==> src/rtl/gbc_pkg.sv <==
package gbc_pkg;

	localparam int DATA_W   = 32;
	localparam int BANK_W   = 3;
	localparam int REG_W    = 4;
	localparam int OP_W     = 2;
	localparam int STATUS_W = 2;
	localparam int LINE_W   = 6;
	localparam int PERIOD_W = 8;

	typedef logic [DATA_W-1:0]   word_t;
	typedef logic [BANK_W-1:0]   bank_t;
	typedef logic [REG_W-1:0]    reg_sel_t;
	typedef logic [OP_W-1:0]     op_t;
	typedef logic [STATUS_W-1:0] status_t;
	typedef logic [LINE_W-1:0]   lines_t;
	typedef logic [PERIOD_W-1:0] period_t;

	// operations
	localparam op_t OP_READ  = 2'd0;
	localparam op_t OP_WRITE = 2'd1;
	localparam op_t OP_TICK  = 2'd2;

	// register map
	localparam reg_sel_t REG_DATAIN   = 4'd0;
	localparam reg_sel_t REG_DATAOUT  = 4'd1;
	localparam reg_sel_t REG_SETOUT   = 4'd2;
	localparam reg_sel_t REG_CLROUT   = 4'd3;
	localparam reg_sel_t REG_OE       = 4'd4;
	localparam reg_sel_t REG_IRQSTAT  = 4'd5;
	localparam reg_sel_t REG_IRQEN    = 4'd6;
	localparam reg_sel_t REG_SETIRQEN = 4'd7;
	localparam reg_sel_t REG_CLRIRQEN = 4'd8;
	localparam reg_sel_t REG_LVL0     = 4'd9;
	localparam reg_sel_t REG_LVL1     = 4'd10;
	localparam reg_sel_t REG_RISE     = 4'd11;
	localparam reg_sel_t REG_FALL     = 4'd12;
	localparam reg_sel_t REG_DBEN     = 4'd13;
	localparam reg_sel_t REG_DBTIME   = 4'd14;
	localparam reg_sel_t REG_LAST     = REG_DBTIME;

	// result status
	localparam status_t ST_OK       = 2'd0;
	localparam status_t ST_BAD_BANK = 2'd1;
	localparam status_t ST_BAD_REG  = 2'd2;

	typedef struct packed {
		logic     bank_ok;
		logic     rd_en;
		logic     wr_en;
		logic     tick_en;
		reg_sel_t reg_sel;
		bank_t    bank;
		status_t  status;
	} gbc_ctrl_t;

endpackage

==> src/rtl/gbc_decode.sv <==
module gbc_decode
	import gbc_pkg::*;
#(
	parameter int BANK_COUNT = 6
) (
	input  op_t       op,
	input  bank_t     bank,
	input  reg_sel_t  reg_index,
	output gbc_ctrl_t ctrl
);

	logic bank_ok;
	logic reg_ok;

	assign bank_ok = {1'b0, bank} < (BANK_W+1)'(BANK_COUNT);
	assign reg_ok  = reg_index <= REG_LAST;

	always_comb begin
		ctrl         = '0;
		ctrl.bank_ok = bank_ok;
		ctrl.reg_sel = reg_index;
		ctrl.bank    = bank;
		if (!bank_ok) begin
			ctrl.status = ST_BAD_BANK;
		end else begin
			case (op)
				OP_READ: begin
					ctrl.rd_en  = reg_ok;
					ctrl.status = reg_ok ? ST_OK : ST_BAD_REG;
				end
				OP_WRITE: begin
					// data-in is read-only
					ctrl.wr_en  = reg_ok && (reg_index != REG_DATAIN);
					ctrl.status = ctrl.wr_en ? ST_OK : ST_BAD_REG;
				end
				OP_TICK: begin
					ctrl.tick_en = 1'b1;
					ctrl.status  = ST_OK;
				end
				default: begin
					ctrl.status = ST_BAD_REG;
				end
			endcase
		end
	end

endmodule

==> config.mk <==
export PLATFORM = sky130hd
export DESIGN_NAME = gbc_decode
export DESIGN_NICKNAME = d
export VERILOG_FILES = /design/src/rtl/gbc_pkg.sv /design/src/rtl/gbc_decode.sv
export SDC_FILE = /design/constraint.sdc
export NUM_CORES = 1
export LEC_CHECK = 0
export CAP_MARGIN = 40
export CELL_PAD_IN_SITES_DETAIL_PLACEMENT = 1
export CELL_PAD_IN_SITES_GLOBAL_PLACEMENT = 2
export CORE_AREA = 5 5 42 44
export DETAILED_ROUTE_END_ITERATION = 16
export DIE_AREA = 0 0 47 49
export DONT_BUFFER_PORTS = 1
export PLACE_DENSITY = 0.42
export SLEW_MARGIN = 15
export SYNTH_ARGS = -nofsm -noshare
export SYNTH_HDL_FRONTEND = slang
export SYNTH_SLANG_ARGS = --single-unit
export TNS_END_PERCENT = 5
==> constraint.sdc <==
create_clock -name vclk -period 2.3
set_input_delay 0.46 -clock vclk [all_inputs]
set_output_delay 0.46 -clock vclk [all_outputs]
set_load 0.01 [all_outputs]
======== Word level (Yosys, flattened, before mapping) ========
Index checks and enable logic that the tools add are counted.
operators by class
  equality and inequality tests ........... 2
  muxes and demuxes ....................... 8
  add/sub/neg operators ................... 0
  div/mod/pow operators ................... 0
  reductions and logical operators ........ 3
  $lt $le $gt $ge ......................... 2
  $mul .................................... 0
  bitwise logic cells ..................... 0
  shift-type cells ........................ 0
operator list
  cell                  count
  $mux W2               3
  $pmux W2 S3           1
  $le A4 B4 Y1 const B  1
  $reduce_bool A4 Y1    1
  $lt A3 B3 Y1 const B  1
  $mux W1               3
  $mux W3               1
  $eq A2 B1 Y1 const B  1
  $eq A2 B2 Y1 const B  1
  $logic_not A2 Y1      1
  $logic_and A1 B1 Y1   1
storage, ports and cells
  memories ................................ 0
  logic and storage cells ................. 15
  register bits after elaboration ......... 0
  bits in latches ......................... 0
  RAM bits ................................ 0
  ROM bits ................................ 0
  output and inout bits ................... 13

======== Logic depth before layout (Yosys ltp) ========
Gate-level depths: netlist of run 1.
  depth after elaboration ................. 5
  gate-level depth with buffers ........... 3

======== Worst setup path after synthesis of run 1 ========
No wires, ideal clock.
  path type ............................... in2out
  start point ............................. input reg_index[0]
  end point ............................... output ctrl[1] (netlist bit)
  slack ................................... 0.742 ns
  required time ........................... 1.840 ns
  data arrival time ....................... 1.098 ns
  cell stages on the path ................. 3
  path buffers ............................ 0
  path through ............................ o41ai_4 nor3_2 nor3_2
RTL lines
  element      line             RTL
  from (decl)  gbc_decode.sv:8  input reg_sel_t reg_index,
  to (decl)    gbc_decode.sv:9  output gbc_ctrl_t ctrl

==> impl_metrics.toml, run 1 <==
[critical_path]
worst-setup-path-type = "in -> out"
worstPathArrival_ps = 1210
critPathCaptureType = "primary output"
critical_path_peak_fanout = 5
startpoint_type = "primary input"
critical_path_required_ps = 1840

[final_layout]
final_design_area_no_fill_sq_um = 110
multiInputGateArea_sq_um = 82.6
fill_cells = 180
final_layout_size_suffix_gt1_share_pct = 36.4
fin_util_pct = 7.86
clkbuf_count = 0
insertedDiodeCount = 0
layout.nets = 22
seqCellArea_sq_um = 0
number_of_sequential_cells = 0
syn_to_final_growth_pct = -26.7

[placement]
place_hpwl_um = 367
finalWeightedCongestion = 0.621
place_ws_ps = 604
port_buffers = 0
postPlaceCellArea_sq_um = 110

[power_and_ir_drop]
power_after_layout_mw = 0.0150
power-per-cell-area_nw_per_um2 = 136
total_leakage_power_nw = 0.0375
worst_ir_drop_vdd_uv = 24.2

[sta]
hold_violations = 0
setup-violations-final = 0
slew_at_the_pin_closest_to_its_max_slew_limit_ps = 556
finalSetupTns_ps = 0
achievable-frequency_mhz = 598
final_critical_path_required_period_ps = 1670
worst_slack_ps = 628
slew_headroom_pct = 62.6
rsz_0062_raised_after_global_routing = "false"
fraction_of_the_cycle_the_final_worst_path_needs_pct = 72.7
finalMaxSlewViolations = 0

[global_routing]
grt_overflow_total = 0
grt_util_all_layers_pct = 3.37
global_route_wire_length_before_repair_um = 634
grt.met2_usage_pct = 4.52
grt_busiest_layer = "met2"
pin_count_of_the_biggest_net_entering_global_routing = 6
first_global_vias = 145
grt_antenna_before_repair = 0
global_route.usage.met3_pct = 2.95
global_route.usage.met1_pct = 4.35

[synth]
ys_warn_count = 0
yosysSeqAreaShare_pct = 0
synth.top_cell.area_share_pct = 40.0
per_instance_average_area_after_synthesis_sq_um = 7.90
synthesis.instances = 19
ys_top_cells_by_area = "sky130_fd_sc_hd__buf_4 (40%), sky130_fd_sc_hd__o41ai_4 (18%), sky130_fd_sc_hd__nor3_2 (13%), sky130_fd_sc_hd__nor4_1 (8.3%), sky130_fd_sc_hd__and4_1 (5.8%)"
synth_area_leader_cell = "sky130_fd_sc_hd__buf_4"
yosys.cell_types.count = 10
synth_nets = 28
synthesis.area_sq_um = 150

[job]
drv.max_cap_violation_count = 0

[route]
iteration_0_drc_count_of_the_detailed_router = 0
vias_per_cell = 4.00
routed_wl_um = 398
drc = 0
avgRoutedWirePerCell_um = 14.7
routed-via-count = 108
detail-route-antenna-nets = 0
detailedRoute.firstPassIterationCount = 1

[cts]
ctsResizeCount = 0
postCtsHoldBufs = 0
postCtsSetupBuffers = 0

[floorplan]
design.die.area_sq_um = 2300
initial_utilization_pct = 10.7
core.rowCount = 14
die_width_um = 47
die_height_um = 49
design.core.area_sq_um = 1400
boundaryPins = 22

[min_path]
min-delay-start = "bank[2]"
timing.hold.worst_endpoint = "ctrl[4]"
min-delay-path-class = "in -> out"
min_delay_path_depth = 0

[status]
result_of_the_run = "complete, no violations"
[kinds of logic (layout without fill, tap and decap cells)]
| group | after synthesis | in the layout | synth area share [%] |
|---|---|---|---|
| buffers and inverters | 10 | 2 | 45.0 |
| AND/OR/NAND/NOR | 7 | 7 | 33.3 |
| AO/OA/AOI/OAI | 2 | 2 | 21.7 |
[how the worst max path moves through the flow]
stage	slack, ps	cells after the start	start	endpoint
after floorplan	740	3	reg_index[0]	ctrl[1]
after global placement	640	3	bank[2]	ctrl[10]
after detailed placement	600	3	bank[2]	ctrl[10]
after CTS	610	3	bank[2]	ctrl[10]
after global routing	580	3	bank[2]	ctrl[10]
final	630	3	bank[2]	ctrl[10]
[layer usage]
metal	vias up	share of wire, %
met5	-	0
met4	0	0
met3	0	32
met2	19	31
met1	45	37
li1	44	-
[worst max-delay path, cell delays in order]
cell	delay [ps]
sky130_fd_sc_hd__nand2_1	130
sky130_fd_sc_hd__inv_2	100
sky130_fd_sc_hd__nor4_1	520
[cell usage in the layout, fill, tap and decap left out]
| master | n |
|---|---|
| sky130_fd_sc_hd__o41ai_4 | 1 |
| sky130_fd_sc_hd__and4_1 | 1 |
| sky130_fd_sc_hd__nand2_1 | 1 |
| sky130_fd_sc_hd__nor3_2 | 2 |
| sky130_fd_sc_hd__a21oi_1 | 1 |
| sky130_fd_sc_hd__inv_1 | 1 |
| sky130_fd_sc_hd__nor3_1 | 1 |
| sky130_fd_sc_hd__nor4_1 | 2 |
| sky130_fd_sc_hd__inv_2 | 1 |
[layout make-up]
| cell class | count | share of cell area, % |
|---|---|---|
| Tap cell | 16 | 18.2 |
| Multi-Input combinational cell | 9 | 75.0 |
| Inverter | 2 | 6.82 |
[power by group]
group | total [mW] | internal, mW | switching, mW | leakage, nW
clock network | 0 | 0 | 0 | 0
logic | 0.0150 | 0.00556 | 0.00942 | 0.0375
registers | 0 | 0 | 0 | 0
total | 0.0150 | 0.00556 | 0.00942 | 0.0375
[cells in the mapped netlist]
cell type,instances
sky130_fd_sc_hd__and4_1,1
sky130_fd_sc_hd__a21oi_1,1
sky130_fd_sc_hd__nor4_1,2
sky130_fd_sc_hd__inv_2,1
sky130_fd_sc_hd__inv_1,1
sky130_fd_sc_hd__nor3_1,1
sky130_fd_sc_hd__o41ai_4,1
sky130_fd_sc_hd__nor3_2,2
sky130_fd_sc_hd__nand2_1,1
sky130_fd_sc_hd__buf_4,8
[through the flow]
| stage | instances | hold WS [ps] |
|---|---|---|
| 2_1_floorplan | 19 | 973 |
| 4_1_cts | 27 | 920 |
| 3_5_place_dp | 27 | 920 |
| 6_report | 27 | 920 |
| 5_1_grt | 27 | 920 |
| 3_3_place_gp | 27 | 920 |
Power figures use the tool's default switching activity.
==> inputs of run 2 (changes only) <==
--- a/config.mk
+++ b/config.mk
@@ -5,6 +5,7 @@
 export SDC_FILE = /design/constraint.sdc
 export NUM_CORES = 1
 export LEC_CHECK = 0
+export ABC_AREA = 1
 export CAP_MARGIN = 40
 export CELL_PAD_IN_SITES_DETAIL_PLACEMENT = 1
 export CELL_PAD_IN_SITES_GLOBAL_PLACEMENT = 2
@@ -12,7 +13,7 @@
 export DETAILED_ROUTE_END_ITERATION = 16
 export DIE_AREA = 0 0 47 49
 export DONT_BUFFER_PORTS = 1
-export PLACE_DENSITY = 0.42
+export PLACE_DENSITY = 0.47
 export SLEW_MARGIN = 15
 export SYNTH_ARGS = -nofsm -noshare
 export SYNTH_HDL_FRONTEND = slang
==> constraint.sdc (replaced) <==
create_clock -name vclk -period 1.3
set_input_delay 0.26 -clock vclk [all_inputs]
set_output_delay 0.26 -clock vclk [all_outputs]
set_load 0.01 [all_outputs]
==> impl_metrics.toml, run 2 <==
[final_layout]
clkbuf_count = 0
syn_to_final_growth_pct = -22.0
most_frequent_standard_cell_in_the_layout_excluding_fill_and_tap_cells = "sky130_fd_sc_hd__nor2_1"
final_std_cells_w_o_fill = 38
insertedDiodeCount = 0
number_of_sequential_cells = 0
layout_common_cells = "sky130_fd_sc_hd__nor2_1 (6), sky130_fd_sc_hd__nand2_1 (5), sky130_fd_sc_hd__inv_1 (3)"
seqCellArea_sq_um = 0
layout.nets = 33
final_layout_size_suffix_gt1_share_pct = 13.6

[power_and_ir_drop]
power-per-cell-area_nw_per_um2 = 259
total_leakage_power_nw = 0.0621
seqPwrFrac_pct = 0
worst_ir_drop_vdd_uv = 47.6
clkPwrFrac_pct = 0
cell_internal_pwr_mw = 0.0101
power_switching_share_pct = 66.1
power.share.combinational_pct = 100.0
p_sw_mw = 0.0197

[global_routing]
first_global_vias = 157
grt_antenna_before_repair = 0
grt_overflow_total = 0
global_route_wire_length_before_repair_um = 531
pin_count_of_the_biggest_net_entering_global_routing = 5
grt_util_all_layers_pct = 2.88

[sta]
fraction_of_the_cycle_the_final_worst_path_needs_pct = 84.0
slew_at_the_pin_closest_to_its_max_slew_limit_ps = 360
finalMaxSlewViolations = 0
achievable-frequency_mhz = 916
slew_headroom_pct = 75.8
final_critical_path_required_period_ps = 1090
rsz_0062_raised_after_global_routing = "false"
setup-violations-final = 0
finalSetupTns_ps = 0
hold_violations = 0

[floorplan]
design.core.area_sq_um = 1400
boundaryPins = 22
initial_utilization_pct = 10.5
core.rowCount = 14
die_width_um = 47
die_height_um = 49
design.die.area_sq_um = 2300

[placement]
finalWeightedCongestion = 0.537
place_hpwl_um = 321
port_buffers = 0
dp.cells = 38

[min_path]
timing.hold.worst_endpoint = "ctrl[2]"
min-delay-start = "bank[0]"
min-delay-path-class = "in -> out"
min_delay_path_depth = 0

[synth]
yosys.cell_types.count = 11
synth.most_common_cell = "sky130_fd_sc_hd__buf_4"
synth_commonest_cells = "sky130_fd_sc_hd__buf_4 (8), sky130_fd_sc_hd__nor2_1 (6), sky130_fd_sc_hd__nand2_1 (5)"
ys_warn_count = 0
synthesis.area_sq_um = 148
ys_top_cells_by_area = "sky130_fd_sc_hd__buf_4 (41%), sky130_fd_sc_hd__nor2_1 (15%), sky130_fd_sc_hd__nand2_1 (13%), sky130_fd_sc_hd__inv_1 (7.6%), sky130_fd_sc_hd__nand2_2 (4.2%)"
synth.top_cell.area_share_pct = 40.7
yosysSeqAreaShare_pct = 0
synthesis.instances = 29
per_instance_average_area_after_synthesis_sq_um = 5.09
synth_nets = 38
synth_area_leader_cell = "sky130_fd_sc_hd__buf_4"

[critical_path]
critPathCaptureType = "primary output"
worstPathArrival_ps = 830
critical_path_peak_fanout = 4
critical_path_required_ps = 1040
startpoint_type = "primary input"
worst-setup-path-type = "in -> out"

[route]
routed_wl_um = 337
drc = 0
iteration_0_drc_count_of_the_detailed_router = 0
detailedRoute.firstPassIterationCount = 1
vias_per_cell = 3.34
detail-route-antenna-nets = 0
avgRoutedWirePerCell_um = 8.87
drt-met1-wl_um = 169
met2WireLength_um = 91
detailroute.wirelength.met3_um = 77
routed-via-count = 127
maxUsedRoutingLayer = "met3"

[cts]
ctsResizeCount = 0
postCtsHoldBufs = 0
postCtsSetupBuffers = 0

[status]
result_of_the_run = "complete, no violations"

[job]
drv.max_cap_violation_count = 0
-- run 2: cell count changes after synthesis, sizes merged --
cell / change
and4: -1
o41ai: -1
nand3: +1
nand2: +5
nor3: -2
inv: +2
nor4: -1
nor2: +6
clkinv: +1
-- run 2: worst max-delay path by stage --
stage / startpoint / endpoint
after floorplan: bank[2] / ctrl[11]
after global placement: bank[2] / ctrl[11]
final: bank[2] / ctrl[11]
after CTS: bank[2] / ctrl[11]
after global routing: bank[2] / ctrl[11]
after detailed placement: bank[2] / ctrl[11]
-- run 2: worst max-delay path, stage by stage --
cell	delay [ps]
sky130_fd_sc_hd__nand2_2	90
sky130_fd_sc_hd__inv_2	80
sky130_fd_sc_hd__nor4_1	230
sky130_fd_sc_hd__buf_4	170
-- run 2: area by class of cell --
class                      instances  area [sq um]
inverter                           5          18.8
tap                               16          20.0
timing repair buffer               1          7.51
fill                             181          1290
multi-input combinational         16          68.8
-- run 2: logic make-up after synthesis --
logic type,Yosys count,synth area share [%]
AND/OR/NAND/NOR,15,43.2
buffers and inverters,13,53.4
AO/OA/AOI/OAI,1,3.39
-- run 2: per-layer routing --
metal	GRT usage [%]	vias to the layer above
met2	3.17	18
met4	1.38	0
met1	4.35	43
li1	-	66
met3	1.48	0
met5	0	-
-- run 2: through the flow --
| stage | hold WS, ps | utilization, % | worst slack, ps | instance area, sq um | power, mW |
|---|---|---|---|---|---|
| 3_3_place_gp | 520 | 8.21 | 199 | 115 | 0.0307 |
| 4_1_cts | 520 | 8.21 | 197 | 115 | 0.0308 |
| 5_1_grt | 520 | 8.21 | 110 | 115 | 0.0350 |
| 3_5_place_dp | 520 | 8.21 | 205 | 115 | 0.0306 |
| 6_report | 520 | 8.21 | 208 | 115 | 0.0298 |
| 2_1_floorplan | 573 | - | 241 | 148 | 0.0485 |
-- run 2: power groups by stage --
stage	logic (mW)	registers, mW	clock network, mW
2_1_floorplan	0.0485	0	0
3_3_place_gp	0.0307	0	0
3_5_place_dp	0.0306	0	0
4_1_cts	0.0308	0	0
5_1_grt	0.0350	0	0
6_report	0.0298	0	0
