[src/rtl/gbc_pkg.sv]
package gbc_pkg;

	localparam int DATA_W   = 32;
	localparam int BANK_W   = 3;
	localparam int REG_W    = 4;
	localparam int OP_W     = 2;
	localparam int STATUS_W = 2;
	localparam int LINE_W   = 6;
	localparam int PERIOD_W = 8;

	typedef logic [DATA_W-1:0]   word_t;
	typedef logic [BANK_W-1:0]   bank_t;
	typedef logic [REG_W-1:0]    reg_sel_t;
	typedef logic [OP_W-1:0]     op_t;
	typedef logic [STATUS_W-1:0] status_t;
	typedef logic [LINE_W-1:0]   lines_t;
	typedef logic [PERIOD_W-1:0] period_t;

	// operations
	localparam op_t OP_READ  = 2'd0;
	localparam op_t OP_WRITE = 2'd1;
	localparam op_t OP_TICK  = 2'd2;

	// register map
	localparam reg_sel_t REG_DATAIN   = 4'd0;
	localparam reg_sel_t REG_DATAOUT  = 4'd1;
	localparam reg_sel_t REG_SETOUT   = 4'd2;
	localparam reg_sel_t REG_CLROUT   = 4'd3;
	localparam reg_sel_t REG_OE       = 4'd4;
	localparam reg_sel_t REG_IRQSTAT  = 4'd5;
	localparam reg_sel_t REG_IRQEN    = 4'd6;
	localparam reg_sel_t REG_SETIRQEN = 4'd7;
	localparam reg_sel_t REG_CLRIRQEN = 4'd8;
	localparam reg_sel_t REG_LVL0     = 4'd9;
	localparam reg_sel_t REG_LVL1     = 4'd10;
	localparam reg_sel_t REG_RISE     = 4'd11;
	localparam reg_sel_t REG_FALL     = 4'd12;
	localparam reg_sel_t REG_DBEN     = 4'd13;
	localparam reg_sel_t REG_DBTIME   = 4'd14;
	localparam reg_sel_t REG_LAST     = REG_DBTIME;

	// result status
	localparam status_t ST_OK       = 2'd0;
	localparam status_t ST_BAD_BANK = 2'd1;
	localparam status_t ST_BAD_REG  = 2'd2;

	typedef struct packed {
		logic     bank_ok;
		logic     rd_en;
		logic     wr_en;
		logic     tick_en;
		reg_sel_t reg_sel;
		bank_t    bank;
		status_t  status;
	} gbc_ctrl_t;

endpackage

[src/rtl/gbc_bank_file.sv]
module gbc_bank_file
	import gbc_pkg::*;
#(
	parameter int BANK_COUNT = 6
) (
	input  logic      clk,
	input  logic      arst_n,
	input  logic      update,
	input  gbc_ctrl_t ctrl,
	input  word_t     write_data,
	input  word_t     pad_levels,
	output word_t     read_data,
	output lines_t    irq_lines,
	output word_t     drive_level,
	output word_t     drive_enable
);

	localparam int IDX_W = (BANK_COUNT > 1) ? $clog2(BANK_COUNT) : 1;

	word_t   pin_input_q  [BANK_COUNT];
	word_t   pin_output_q [BANK_COUNT];
	word_t   input_mode_q [BANK_COUNT];
	word_t   irq_flags_q  [BANK_COUNT];
	word_t   irq_mask_q   [BANK_COUNT];
	word_t   lvl0_q       [BANK_COUNT];
	word_t   lvl1_q       [BANK_COUNT];
	word_t   rise_q       [BANK_COUNT];
	word_t   fall_q       [BANK_COUNT];
	word_t   dben_q       [BANK_COUNT];
	period_t dbtime_q     [BANK_COUNT];

	word_t   pin_input_d  [BANK_COUNT];
	word_t   pin_output_d [BANK_COUNT];
	word_t   input_mode_d [BANK_COUNT];
	word_t   irq_flags_d  [BANK_COUNT];
	word_t   irq_mask_d   [BANK_COUNT];
	word_t   lvl0_d       [BANK_COUNT];
	word_t   lvl1_d       [BANK_COUNT];
	word_t   rise_d       [BANK_COUNT];
	word_t   fall_d       [BANK_COUNT];
	word_t   dben_d       [BANK_COUNT];
	period_t dbtime_d     [BANK_COUNT];

	logic [IDX_W-1:0] idx;

	assign idx = ctrl.bank[IDX_W-1:0];

	// next state of every bank
	always_comb begin
		word_t prev;
		word_t now;
		word_t wd;
		prev = pin_input_q[idx];
		now  = pad_levels;
		wd   = write_data;
		for (int b = 0; b < BANK_COUNT; b++) begin
			pin_input_d[b]  = pin_input_q[b];
			pin_output_d[b] = pin_output_q[b];
			input_mode_d[b] = input_mode_q[b];
			irq_flags_d[b]  = irq_flags_q[b];
			irq_mask_d[b]   = irq_mask_q[b];
			lvl0_d[b]       = lvl0_q[b];
			lvl1_d[b]       = lvl1_q[b];
			rise_d[b]       = rise_q[b];
			fall_d[b]       = fall_q[b];
			dben_d[b]       = dben_q[b];
			dbtime_d[b]     = dbtime_q[b];
		end
		if (ctrl.tick_en) begin
			irq_flags_d[idx] = irq_flags_q[idx]
				| (~now & lvl0_q[idx])
				| (now & lvl1_q[idx])
				| (~prev & now & rise_q[idx])
				| (prev & ~now & fall_q[idx]);
			pin_input_d[idx] = now;
		end
		if (ctrl.wr_en) begin
			case (ctrl.reg_sel)
				REG_DATAOUT:  pin_output_d[idx] = wd;
				REG_SETOUT:   pin_output_d[idx] = pin_output_q[idx] | wd;
				REG_CLROUT:   pin_output_d[idx] = pin_output_q[idx] & ~wd;
				REG_OE:       input_mode_d[idx] = wd;
				REG_IRQSTAT:  irq_flags_d[idx]  = irq_flags_q[idx] & ~wd;
				REG_IRQEN:    irq_mask_d[idx]   = wd;
				REG_SETIRQEN: irq_mask_d[idx]   = irq_mask_q[idx] | wd;
				REG_CLRIRQEN: irq_mask_d[idx]   = irq_mask_q[idx] & ~wd;
				REG_LVL0:     lvl0_d[idx]       = wd;
				REG_LVL1:     lvl1_d[idx]       = wd;
				REG_RISE:     rise_d[idx]       = wd;
				REG_FALL:     fall_d[idx]       = wd;
				REG_DBEN:     dben_d[idx]       = wd;
				REG_DBTIME:   dbtime_d[idx]     = wd[PERIOD_W-1:0];
				default: ;
			endcase
		end
	end

	always_ff @(posedge clk or negedge arst_n) begin
		if (!arst_n) begin
			for (int b = 0; b < BANK_COUNT; b++) begin
				pin_input_q[b]  <= '0;
				pin_output_q[b] <= '0;
				input_mode_q[b] <= '1;
				irq_flags_q[b]  <= '0;
				irq_mask_q[b]   <= '0;
				lvl0_q[b]       <= '0;
				lvl1_q[b]       <= '0;
				rise_q[b]       <= '0;
				fall_q[b]       <= '0;
				dben_q[b]       <= '0;
				dbtime_q[b]     <= '0;
			end
		end else if (update) begin
			pin_input_q  <= pin_input_d;
			pin_output_q <= pin_output_d;
			input_mode_q <= input_mode_d;
			irq_flags_q  <= irq_flags_d;
			irq_mask_q   <= irq_mask_d;
			lvl0_q       <= lvl0_d;
			lvl1_q       <= lvl1_d;
			rise_q       <= rise_d;
			fall_q       <= fall_d;
			dben_q       <= dben_d;
			dbtime_q     <= dbtime_d;
		end
	end

	// register read, from state before the request
	always_comb begin
		read_data = '0;
		if (ctrl.rd_en) begin
			case (ctrl.reg_sel)
				REG_DATAIN:                            read_data = pin_input_q[idx];
				REG_DATAOUT, REG_SETOUT, REG_CLROUT:   read_data = pin_output_q[idx];
				REG_OE:                                read_data = input_mode_q[idx];
				REG_IRQSTAT:                           read_data = irq_flags_q[idx];
				REG_IRQEN, REG_SETIRQEN, REG_CLRIRQEN: read_data = irq_mask_q[idx];
				REG_LVL0:                              read_data = lvl0_q[idx];
				REG_LVL1:                              read_data = lvl1_q[idx];
				REG_RISE:                              read_data = rise_q[idx];
				REG_FALL:                              read_data = fall_q[idx];
				REG_DBEN:                              read_data = dben_q[idx];
				REG_DBTIME:  read_data = {{(DATA_W-PERIOD_W){1'b0}}, dbtime_q[idx]};
				default:                               read_data = '0;
			endcase
		end
	end

	assign drive_level  = ctrl.bank_ok ? pin_output_d[idx] : '0;
	assign drive_enable = ctrl.bank_ok ? ~input_mode_d[idx] : '0;

	// interrupt lines after the update
	for (genvar g = 0; g < LINE_W; g++) begin : g_line
		if (g < BANK_COUNT) begin : g_bank
			assign irq_lines[g] = |(irq_flags_d[g] & irq_mask_d[g]);
		end else begin : g_none
			assign irq_lines[g] = 1'b0;
		end
	end

endmodule

[config.mk]
export PLATFORM = sky130hd
export DESIGN_NAME = gbc_bank_file
export DESIGN_NICKNAME = d
export VERILOG_FILES = /design/src/rtl/gbc_pkg.sv /design/src/rtl/gbc_bank_file.sv
export SDC_FILE = /design/constraint.sdc
export NUM_CORES = 2
export LEC_CHECK = 0
export BUFFER_PORTS_ARGS = -buffer_cell sky130_fd_sc_hd__buf_2
export CAP_MARGIN = 20
export CORE_MARGIN = 4
export CORE_UTILIZATION = 45
export CTS_BUF_LIST = sky130_fd_sc_hd__clkbuf_2 sky130_fd_sc_hd__clkbuf_4 sky130_fd_sc_hd__clkbuf_8
export DETAILED_ROUTE_END_ITERATION = 12
export SYNTH_ARGS = -nofsm -noshare
export SYNTH_HDL_FRONTEND = slang
export SYNTH_SLANG_ARGS = --single-unit
[constraint.sdc]
create_clock -name clk -period 5.7 [get_ports clk]
set_clock_uncertainty 0.2 [all_clocks]
set_input_delay 1.14 -clock clk [delete_from_list [all_inputs] [get_ports clk]]
set_output_delay 1.14 -clock clk [all_outputs]
set_load 0.01 [all_outputs]
; Word level (Yosys, flattened, before mapping)
; Index checks and enable logic that the tools add are counted.
[totals]
elab_cells = 197
output_inout_bits = 102
input_bits = 80
regBits = 1968
[op_classes]
n_bitwise = 26
mux = 72
eq_ne = 14
n_reduce_logical = 17
order_cmp = 2
[op_table]
columns = operator, n
row1 = $bwmux 192, 15
row2 = $mux 192, 7
row3 = $bmux 32 s3, 12
row4 = $pmux 192 s3, 2
row5 = $mux 32, 28
row6 = $and 32x32->32, 15
row7 = $pmux 32 s11, 1
row8 = $or 32x32->32, 6
row9 = $reduce_or 32->1, 6
row10 = $not 32->32, 4
row11 = $demux 32 s3, 1
row12 = $bwmux 48, 1
row13 = $eq 4x4->1 const B, 7
row14 = $bmux 8 s3, 1
row15 = $demux 8 s3, 1
row16 = $mux 8, 3
row17 = $reduce_and 3->1, 6
row18 = $eq 4x3->1 const B, 4
row19 = $eq 4x2->1 const B, 2
row20 = $reduce_or 3->1, 2
row21 = $eq 4x1->1 const B, 1
row22 = $ge 4x4->1 const B, 1
row23 = $logic_not 4->1, 1
row24 = $lt 4x1->1 const B, 1
row25 = other kinds (3), 3

; Logic depth before layout (Yosys ltp)
[depth]
word_depth = 16
ltp_mapped = 19
ltp_nobuf = 10

; Worst setup path after synthesis
; OpenSTA, ideal clock, no wires.
[synth_timing]
path_kind = input -> output
start = input ctrl[2] (netlist bit)
end = output irq_lines[1]
required_ns = 4.360
n_path_buf = 7
arrival_time_ns = 4.343
setup_slack_ns = 0.017
stages = 16
cell_sequence = buf_6 > buf_6 > buf_6 > buf_4 > buf_2 > buf_4 > buf_2 > mux2i_1 > o21ai_0 > a222oi_1 > nand3_1 > a21boi_2 > o21ai_0 > or4_1 > nor4_1 > nand4_1
[synth_between]
elab_chain_len = 16
elab_cells_between_ends = 53
classes_between = 2 x order compare / 33 x mux / 16 x bitwise / 2 x reduce/logical
[synth_lines]
columns = element, line
row1 = "start, declared", gbc_bank_file.sv:9  ; input gbc_ctrl_t ctrl,
row2 = $not 3->4 *, n/a
row3 = $bmux 32 s3 (on tied branches), "gbc_bank_file.sv:71, gbc_bank_file.sv:53"
row4 = $mux 32 (on tied branches) (2 in series), "gbc_bank_file.sv:71, gbc_bank_file.sv:53"
row5 = $and 32x32->32 or $not 32->32 (tied branches), "gbc_bank_file.sv:71, gbc_bank_file.sv:73"
row6 = $or 32x32->32 or $and 32x32->32 (tied branches), "gbc_bank_file.sv:71, gbc_bank_file.sv:73"
row7 = $or 32x32->32 or $and 32x32->32 (tied branches), "gbc_bank_file.sv:72, gbc_bank_file.sv:73"
row8 = $or 32x32->32, gbc_bank_file.sv:73  ; | (~prev & now & rise_q[idx])
row9 = $or 32x32->32, gbc_bank_file.sv:74  ; | (prev & ~now & fall_q[idx]);
row10 = $bwmux 192, gbc_bank_file.sv:70  ; irq_flags_d[idx] = irq_flags_q[idx]
row11 = $mux 192, gbc_bank_file.sv:69  ; if (ctrl.tick_en) begin
row12 = $bwmux 192, gbc_bank_file.sv:83  ; REG_IRQSTAT: irq_flags_d[idx] = irq_flags_q[idx] & ~wd;
row13 = $mux 192, gbc_bank_file.sv:78  ; case (ctrl.reg_sel)
row14 = $mux 192, gbc_bank_file.sv:77  ; if (ctrl.wr_en) begin
row15 = $and 32x32->32 *, gbc_bank_file.sv:155  ; assign irq_lines[g] = |(irq_flags_d[g] & irq_mask_d[g]);
row16 = $reduce_or 32->1 *, gbc_bank_file.sv:155
row17 = "end, declared", gbc_bank_file.sv:13  ; output lines_t irq_lines,
; Every way passes the cells marked *; elsewhere a longest branch is shown, timed or not. The select of a mux whose other input is x is not followed.

; Worst setup path after layout
[layout_timing]
start = input ctrl[2] (netlist bit)
end = output irq_lines[0]
; Same word-level chain as after synthesis.

==> flow_metrics.py <==
metrics = {
    "status": {
        "status": "finished with violations",
        "violations_in_the_final_reports": "setup timing",
    },
    "routing": {
        "via_count": 110738,
        "firstDrtPassIters": 8,
        "route.detailed.vias_per_inst": 6.950,
        "route.final.wire_length_mm": 672.2,
        "antenna_violating_nets_post_route": 0,
        "first_iter_violations": 17412,
        "avgRoutedWirePerCell_um": 42.19,
        "detail_route.drc_violations": 0,
    },
    "run": {
        "cap_viol_max_count": 0,
    },
    "yosys": {
        "yosysTopAreaCell": "sky130_fd_sc_hd__dfrtp_1",
        "synthesized_area_fraction_occupied_by_adder_cells_pct": 0,
        "compound_cell_area_share_of_the_yosys_netlist_pct": 18.45,
        "synth_warnings": 0,
        "synthSimpleGateAreaFrac_pct": 8.085,
        "postSynthNetCount": 10507,
        "async_flop_share_pct": 100.0,
        "synth_xor_xnor_area_share_pct": 0,
        "yosys-mux-area-fraction_pct": 23.74,
        "mappedNetlistArea_sq_mm": 0.1087,
        "post_synth.cell_area_avg_sq_um": 10.43,
        "synth_cell_types": 98,
        "synth_top_family_by_area": "multiplexers",
        "ys_ff_latch": 1968,
        "synthDominantCellAreaShare_pct": 40.88,
        "netlist_instances": 10427,
        "synth_edf_count": 0,
        "synth_top_flop_cell": "sky130_fd_sc_hd__dfrtp_1",
        "netlist_top_cells_area": "sky130_fd_sc_hd__dfrtp_1 (41%), sky130_fd_sc_hd__mux2_2 (18%), sky130_fd_sc_hd__mux2i_1 (4.9%), sky130_fd_sc_hd__dfstp_2 (4.6%), sky130_fd_sc_hd__o21ai_0 (3.2%)",
        "yosysSeqAreaShare_pct": 45.52,
    },
    "clock_tree": {
        "cts.sink_count": 1968,
        "tritoncts.num_buffers": 371,
        "cts.root.buffer_cell": "sky130_fd_sc_hd__clkbuf_8",
        "maximum_level_of_the_cts_h_tree": 5,
        "clock_latency_ns": 1.17,
        "cts.reportedPaths.clkPinSlew_ns": 0.06,
        "tritoncts": "built",
        "clock_tree.buffer_depth": 4,
    },
    "setup_path": {
        "worst-endpoint-arrival_ns": 5.33,
        "critical_path_required_ns": 4.36,
        "reg2reg_setup_slack_ns": 2.11,
        "maximum_fanout_encountered_on_the_critical_timing_path": 5,
        "register_to_register_path_depth": 13,
        "crit_type": "input pin to output pin",
        "cp-startpoint": "ctrl[2]",
        "r2r-start": "irq_flags_q[29]",
        "startpoint_type": "input pin",
        "crit_end": "irq_lines[0]",
        "regToRegEndpoint": "irq_flags_q[29]",
        "worst_setup_path_end_kind": "output pin",
    },
    "cells_and_area": {
        "area_growth_syn_to_layout_pct": 31.28,
        "fraction_of_layout_cells_with_a_size_suffix_above_1_pct": 45.34,
        "layout.nets": 12516,
        "utilization_of_the_core_after_routing_pct": 59.34,
    },
    "pwr": {
        "vdd_ir_drop_max_mv": 0.2786,
        "power_mw": 45.43,
        "p_per_area_mw_per_mm2": 318.3,
        "p_leak_nw": 65.18,
    },
    "worst_hold_path": {
        "hold_path_class": "input pin to flop",
    },
    "die": {
        "io_pins": 182,
        "coreArea_sq_mm": 0.2405,
        "die-width_um": 499.5,
        "initial_standard_cell_utilization_of_the_core_pct": 45.20,
        "std_cell_rows": 180,
        "die_area_sq_mm": 0.2495,
        "dieHeight_um": 499.5,
    },
    "global_route": {
        "grt_pass1_wl_mm": 901.2,
        "groute.usage.overall_pct": 52.11,
        "gr-total-overflow": 0,
        "grt_antenna_before_repair": 77,
        "number_of_global_route_vias_before_repair": 106013,
        "largest_net_degree_at_the_start_of_global_routing": 171,
    },
    "place": {
        "dp_wirelength_mm": 476.0,
        "portBuffers": 179,
        "finalWeightedCongestion": 1.138,
    },
    "sta": {
        "timing.final.ws_setup_ns": -0.9715,
        "min_period_ns": 6.672,
        "achievable-frequency_mhz": 149.9,
        "finalHoldViolCount": 0,
        "timing_max_transition_violations_final": 0,
        "maxSlewHeadroom_pct": 15.25,
        "rsz0062_at_grt": "yes",
        "setup_viol_count_final": 26,
        "actual_transition_at_the_worst_max_transition_pin_ns": 1.271,
        "timing.final.crit_share_pct": 117.0,
    },
}
==> where the power goes <==
part | leakage (nW) | total (mW) | switching (mW) | internal [mW]
clock | 4.15 | 14.9 | 6.59 | 8.35
combinational | 35.4 | 13.1 | 7.76 | 5.33
sequential | 25.6 | 17.4 | 1.70 | 15.7
==> layout make-up <==
class	instances	area [sq um]
clock buffers	589	7306
well taps	3185	3985
repair buffers	2676	23950
inverters	47	185.2
fillers	20250	97800
clock inverters	53	478.0
multi-input cells	7372	57230
flip-flops and latches	1968	49490
diodes	44	110.1
==> logic make-up (layout without fill, tap and decap cells) <==
| kind of cell | count (synthesis) | in the layout |
|---|---|---|
| AO/OA/AOI/OAI | 3053 | 3053 |
| buffers and inverters | 1087 | 3365 |
| flip-flops | 1968 | 1968 |
| multiplexers | 2326 | 2326 |
| other | 0 | 44 |
| AND/OR/NAND/NOR | 1993 | 1993 |
==> state kept, by name (all words and copies together) (netlist names) <==
signal and flops:
lvl1_q 192, input_mode_q 192, dben_q 192, dbtime_q 48, irq_flags_q 192, pin_output_q 192
pin_input_q 192, fall_q 192, lvl0_q 192, irq_mask_q 192, rise_q 192
==> through the flow <==
stage | instance area (sq um) | hold slack [ns] | instances | worst slack [ns] | TNS, ns
finish | 142700 | 0.1679 | 15934 | -0.9715 | -5.622
global route | 142600 | 0.1571 | 15899 | -0.8617 | -5.109
CTS | 141000 | 0.1092 | 15831 | -0.7342 | -4.317
detailed placement | 129400 | 0.2668 | 15013 | -1.625 | -31.50
global placement | 129400 | 0.2587 | 15004 | -1.643 | -50.21
floorplan | 108700 | 0.2444 | 10427 | 0.01673 | 0
==> cell usage in the layout, fill, tap and decap left out, types with 50 or more instances in the layout <==
| cell | instances |
|---|---|
| sky130_fd_sc_hd__buf_12 | 230 |
| sky130_fd_sc_hd__a222oi_1 | 74 |
| sky130_fd_sc_hd__nand3_1 | 65 |
| sky130_fd_sc_hd__a21oi_1 | 637 |
| sky130_fd_sc_hd__dfrtp_1 | 1775 |
| sky130_fd_sc_hd__a31oi_1 | 133 |
| sky130_fd_sc_hd__a22oi_1 | 180 |
| sky130_fd_sc_hd__nor3_1 | 113 |
| sky130_fd_sc_hd__o21ai_0 | 660 |
| sky130_fd_sc_hd__clkbuf_8 | 461 |
| sky130_fd_sc_hd__mux2i_1 | 517 |
| sky130_fd_sc_hd__buf_2 | 171 |
| sky130_fd_sc_hd__a22o_1 | 96 |
| sky130_fd_sc_hd__o211ai_1 | 54 |
| sky130_fd_sc_hd__o32a_1 | 106 |
| sky130_fd_sc_hd__clkbuf_4 | 128 |
| sky130_fd_sc_hd__buf_4 | 2123 |
| sky130_fd_sc_hd__nor2_1 | 757 |
| sky130_fd_sc_hd__nand2_1 | 590 |
| sky130_fd_sc_hd__dfstp_2 | 192 |
| sky130_fd_sc_hd__buf_6 | 79 |
| sky130_fd_sc_hd__o22ai_1 | 337 |
| sky130_fd_sc_hd__nand2b_1 | 50 |
| sky130_fd_sc_hd__mux2_2 | 1766 |
==> synthesized netlist by cell type, types with 25 or more instances <==
cell type                   count
sky130_fd_sc_hd__buf_4         42
sky130_fd_sc_hd__a31oi_1      141
sky130_fd_sc_hd__a22o_1        96
sky130_fd_sc_hd__o22a_1        47
sky130_fd_sc_hd__nor3_1       130
sky130_fd_sc_hd__nand3_1       84
sky130_fd_sc_hd__a222oi_1      74
sky130_fd_sc_hd__a2111oi_0     27
sky130_fd_sc_hd__inv_1         44
sky130_fd_sc_hd__dfrtp_1     1776
sky130_fd_sc_hd__nand4_1       27
sky130_fd_sc_hd__or2_2         29
sky130_fd_sc_hd__nand2_1      611
sky130_fd_sc_hd__a211oi_1      54
sky130_fd_sc_hd__and2_1        28
sky130_fd_sc_hd__a21oi_1      690
sky130_fd_sc_hd__nor4_1        47
sky130_fd_sc_hd__o31ai_1       51
sky130_fd_sc_hd__o32a_1       107
sky130_fd_sc_hd__nand2b_1      52
sky130_fd_sc_hd__nor2_1       830
sky130_fd_sc_hd__a221oi_1      64
sky130_fd_sc_hd__o21ai_0      700
sky130_fd_sc_hd__mux2_2      1767
sky130_fd_sc_hd__mux4_2        25
sky130_fd_sc_hd__clkbuf_1     778
sky130_fd_sc_hd__o22ai_1      350
sky130_fd_sc_hd__buf_6         28
sky130_fd_sc_hd__buf_1         90
sky130_fd_sc_hd__nor2b_1       39
sky130_fd_sc_hd__o32ai_1       60
sky130_fd_sc_hd__o221ai_1      46
sky130_fd_sc_hd__mux2i_1      531
sky130_fd_sc_hd__dfstp_2      192
sky130_fd_sc_hd__o211ai_1      54
sky130_fd_sc_hd__a22oi_1      191
sky130_fd_sc_hd__buf_2        102
sky130_fd_sc_hd__o2bb2ai_1     29
==> what timing repair did <==
item | in CTS | in global routing
endpoints found under the hold margin | 31 | 0
resized for setup | 428 | 236
setup buffers | 169 | 71
pin swaps | 99 | 119
gates cloned | 18 | 6
setup endpoints to repair | 63 | 57
hold buffers | 1 | 0
==> critical path: stages <==
cell and delay (ns):
sky130_fd_sc_hd__buf_16 0.14, sky130_fd_sc_hd__buf_12 0.16, sky130_fd_sc_hd__and3b_4 0.22, sky130_fd_sc_hd__buf_12 0.14, sky130_fd_sc_hd__buf_8 0.11, sky130_fd_sc_hd__a222oi_1 0.90, sky130_fd_sc_hd__buf_4 0.35, sky130_fd_sc_hd__nand3_4 0.09
sky130_fd_sc_hd__o21ai_4 0.15, sky130_fd_sc_hd__buf_12 0.15, sky130_fd_sc_hd__a21oi_4 0.09, sky130_fd_sc_hd__a21oi_2 0.20, sky130_fd_sc_hd__o221ai_2 0.14, sky130_fd_sc_hd__or4_1 0.51, sky130_fd_sc_hd__or4_4 0.61, sky130_fd_sc_hd__buf_6 0.15
==> worst min path at each step <==
stage	start	endpoint	slack [ns]	cells after the start
6_report	pad_levels[22]	pin_input_q[22]	0.17	3
5_1_grt	pad_levels[22]	pin_input_q[22]	0.16	3
2_1_floorplan	pin_input_q[11]	pin_input_q[11]	0.24	2
4_1_cts	pad_levels[22]	pin_input_q[22]	0.11	3
3_3_place_gp	pin_input_q[85]	pin_input_q[85]	0.26	2
3_5_place_dp	pin_input_q[28]	pin_input_q[28]	0.27	2
==> metal layers <==
layer | global-route usage (%) | wire length, um
met5 | 1.080 | 986
met3 | 20.28 | 90400
met1 | 62.85 | 237100
met2 | 72.35 | 267400
met4 | 44.75 | 76330
No activity file was read; power rests on OpenSTA's default activity.
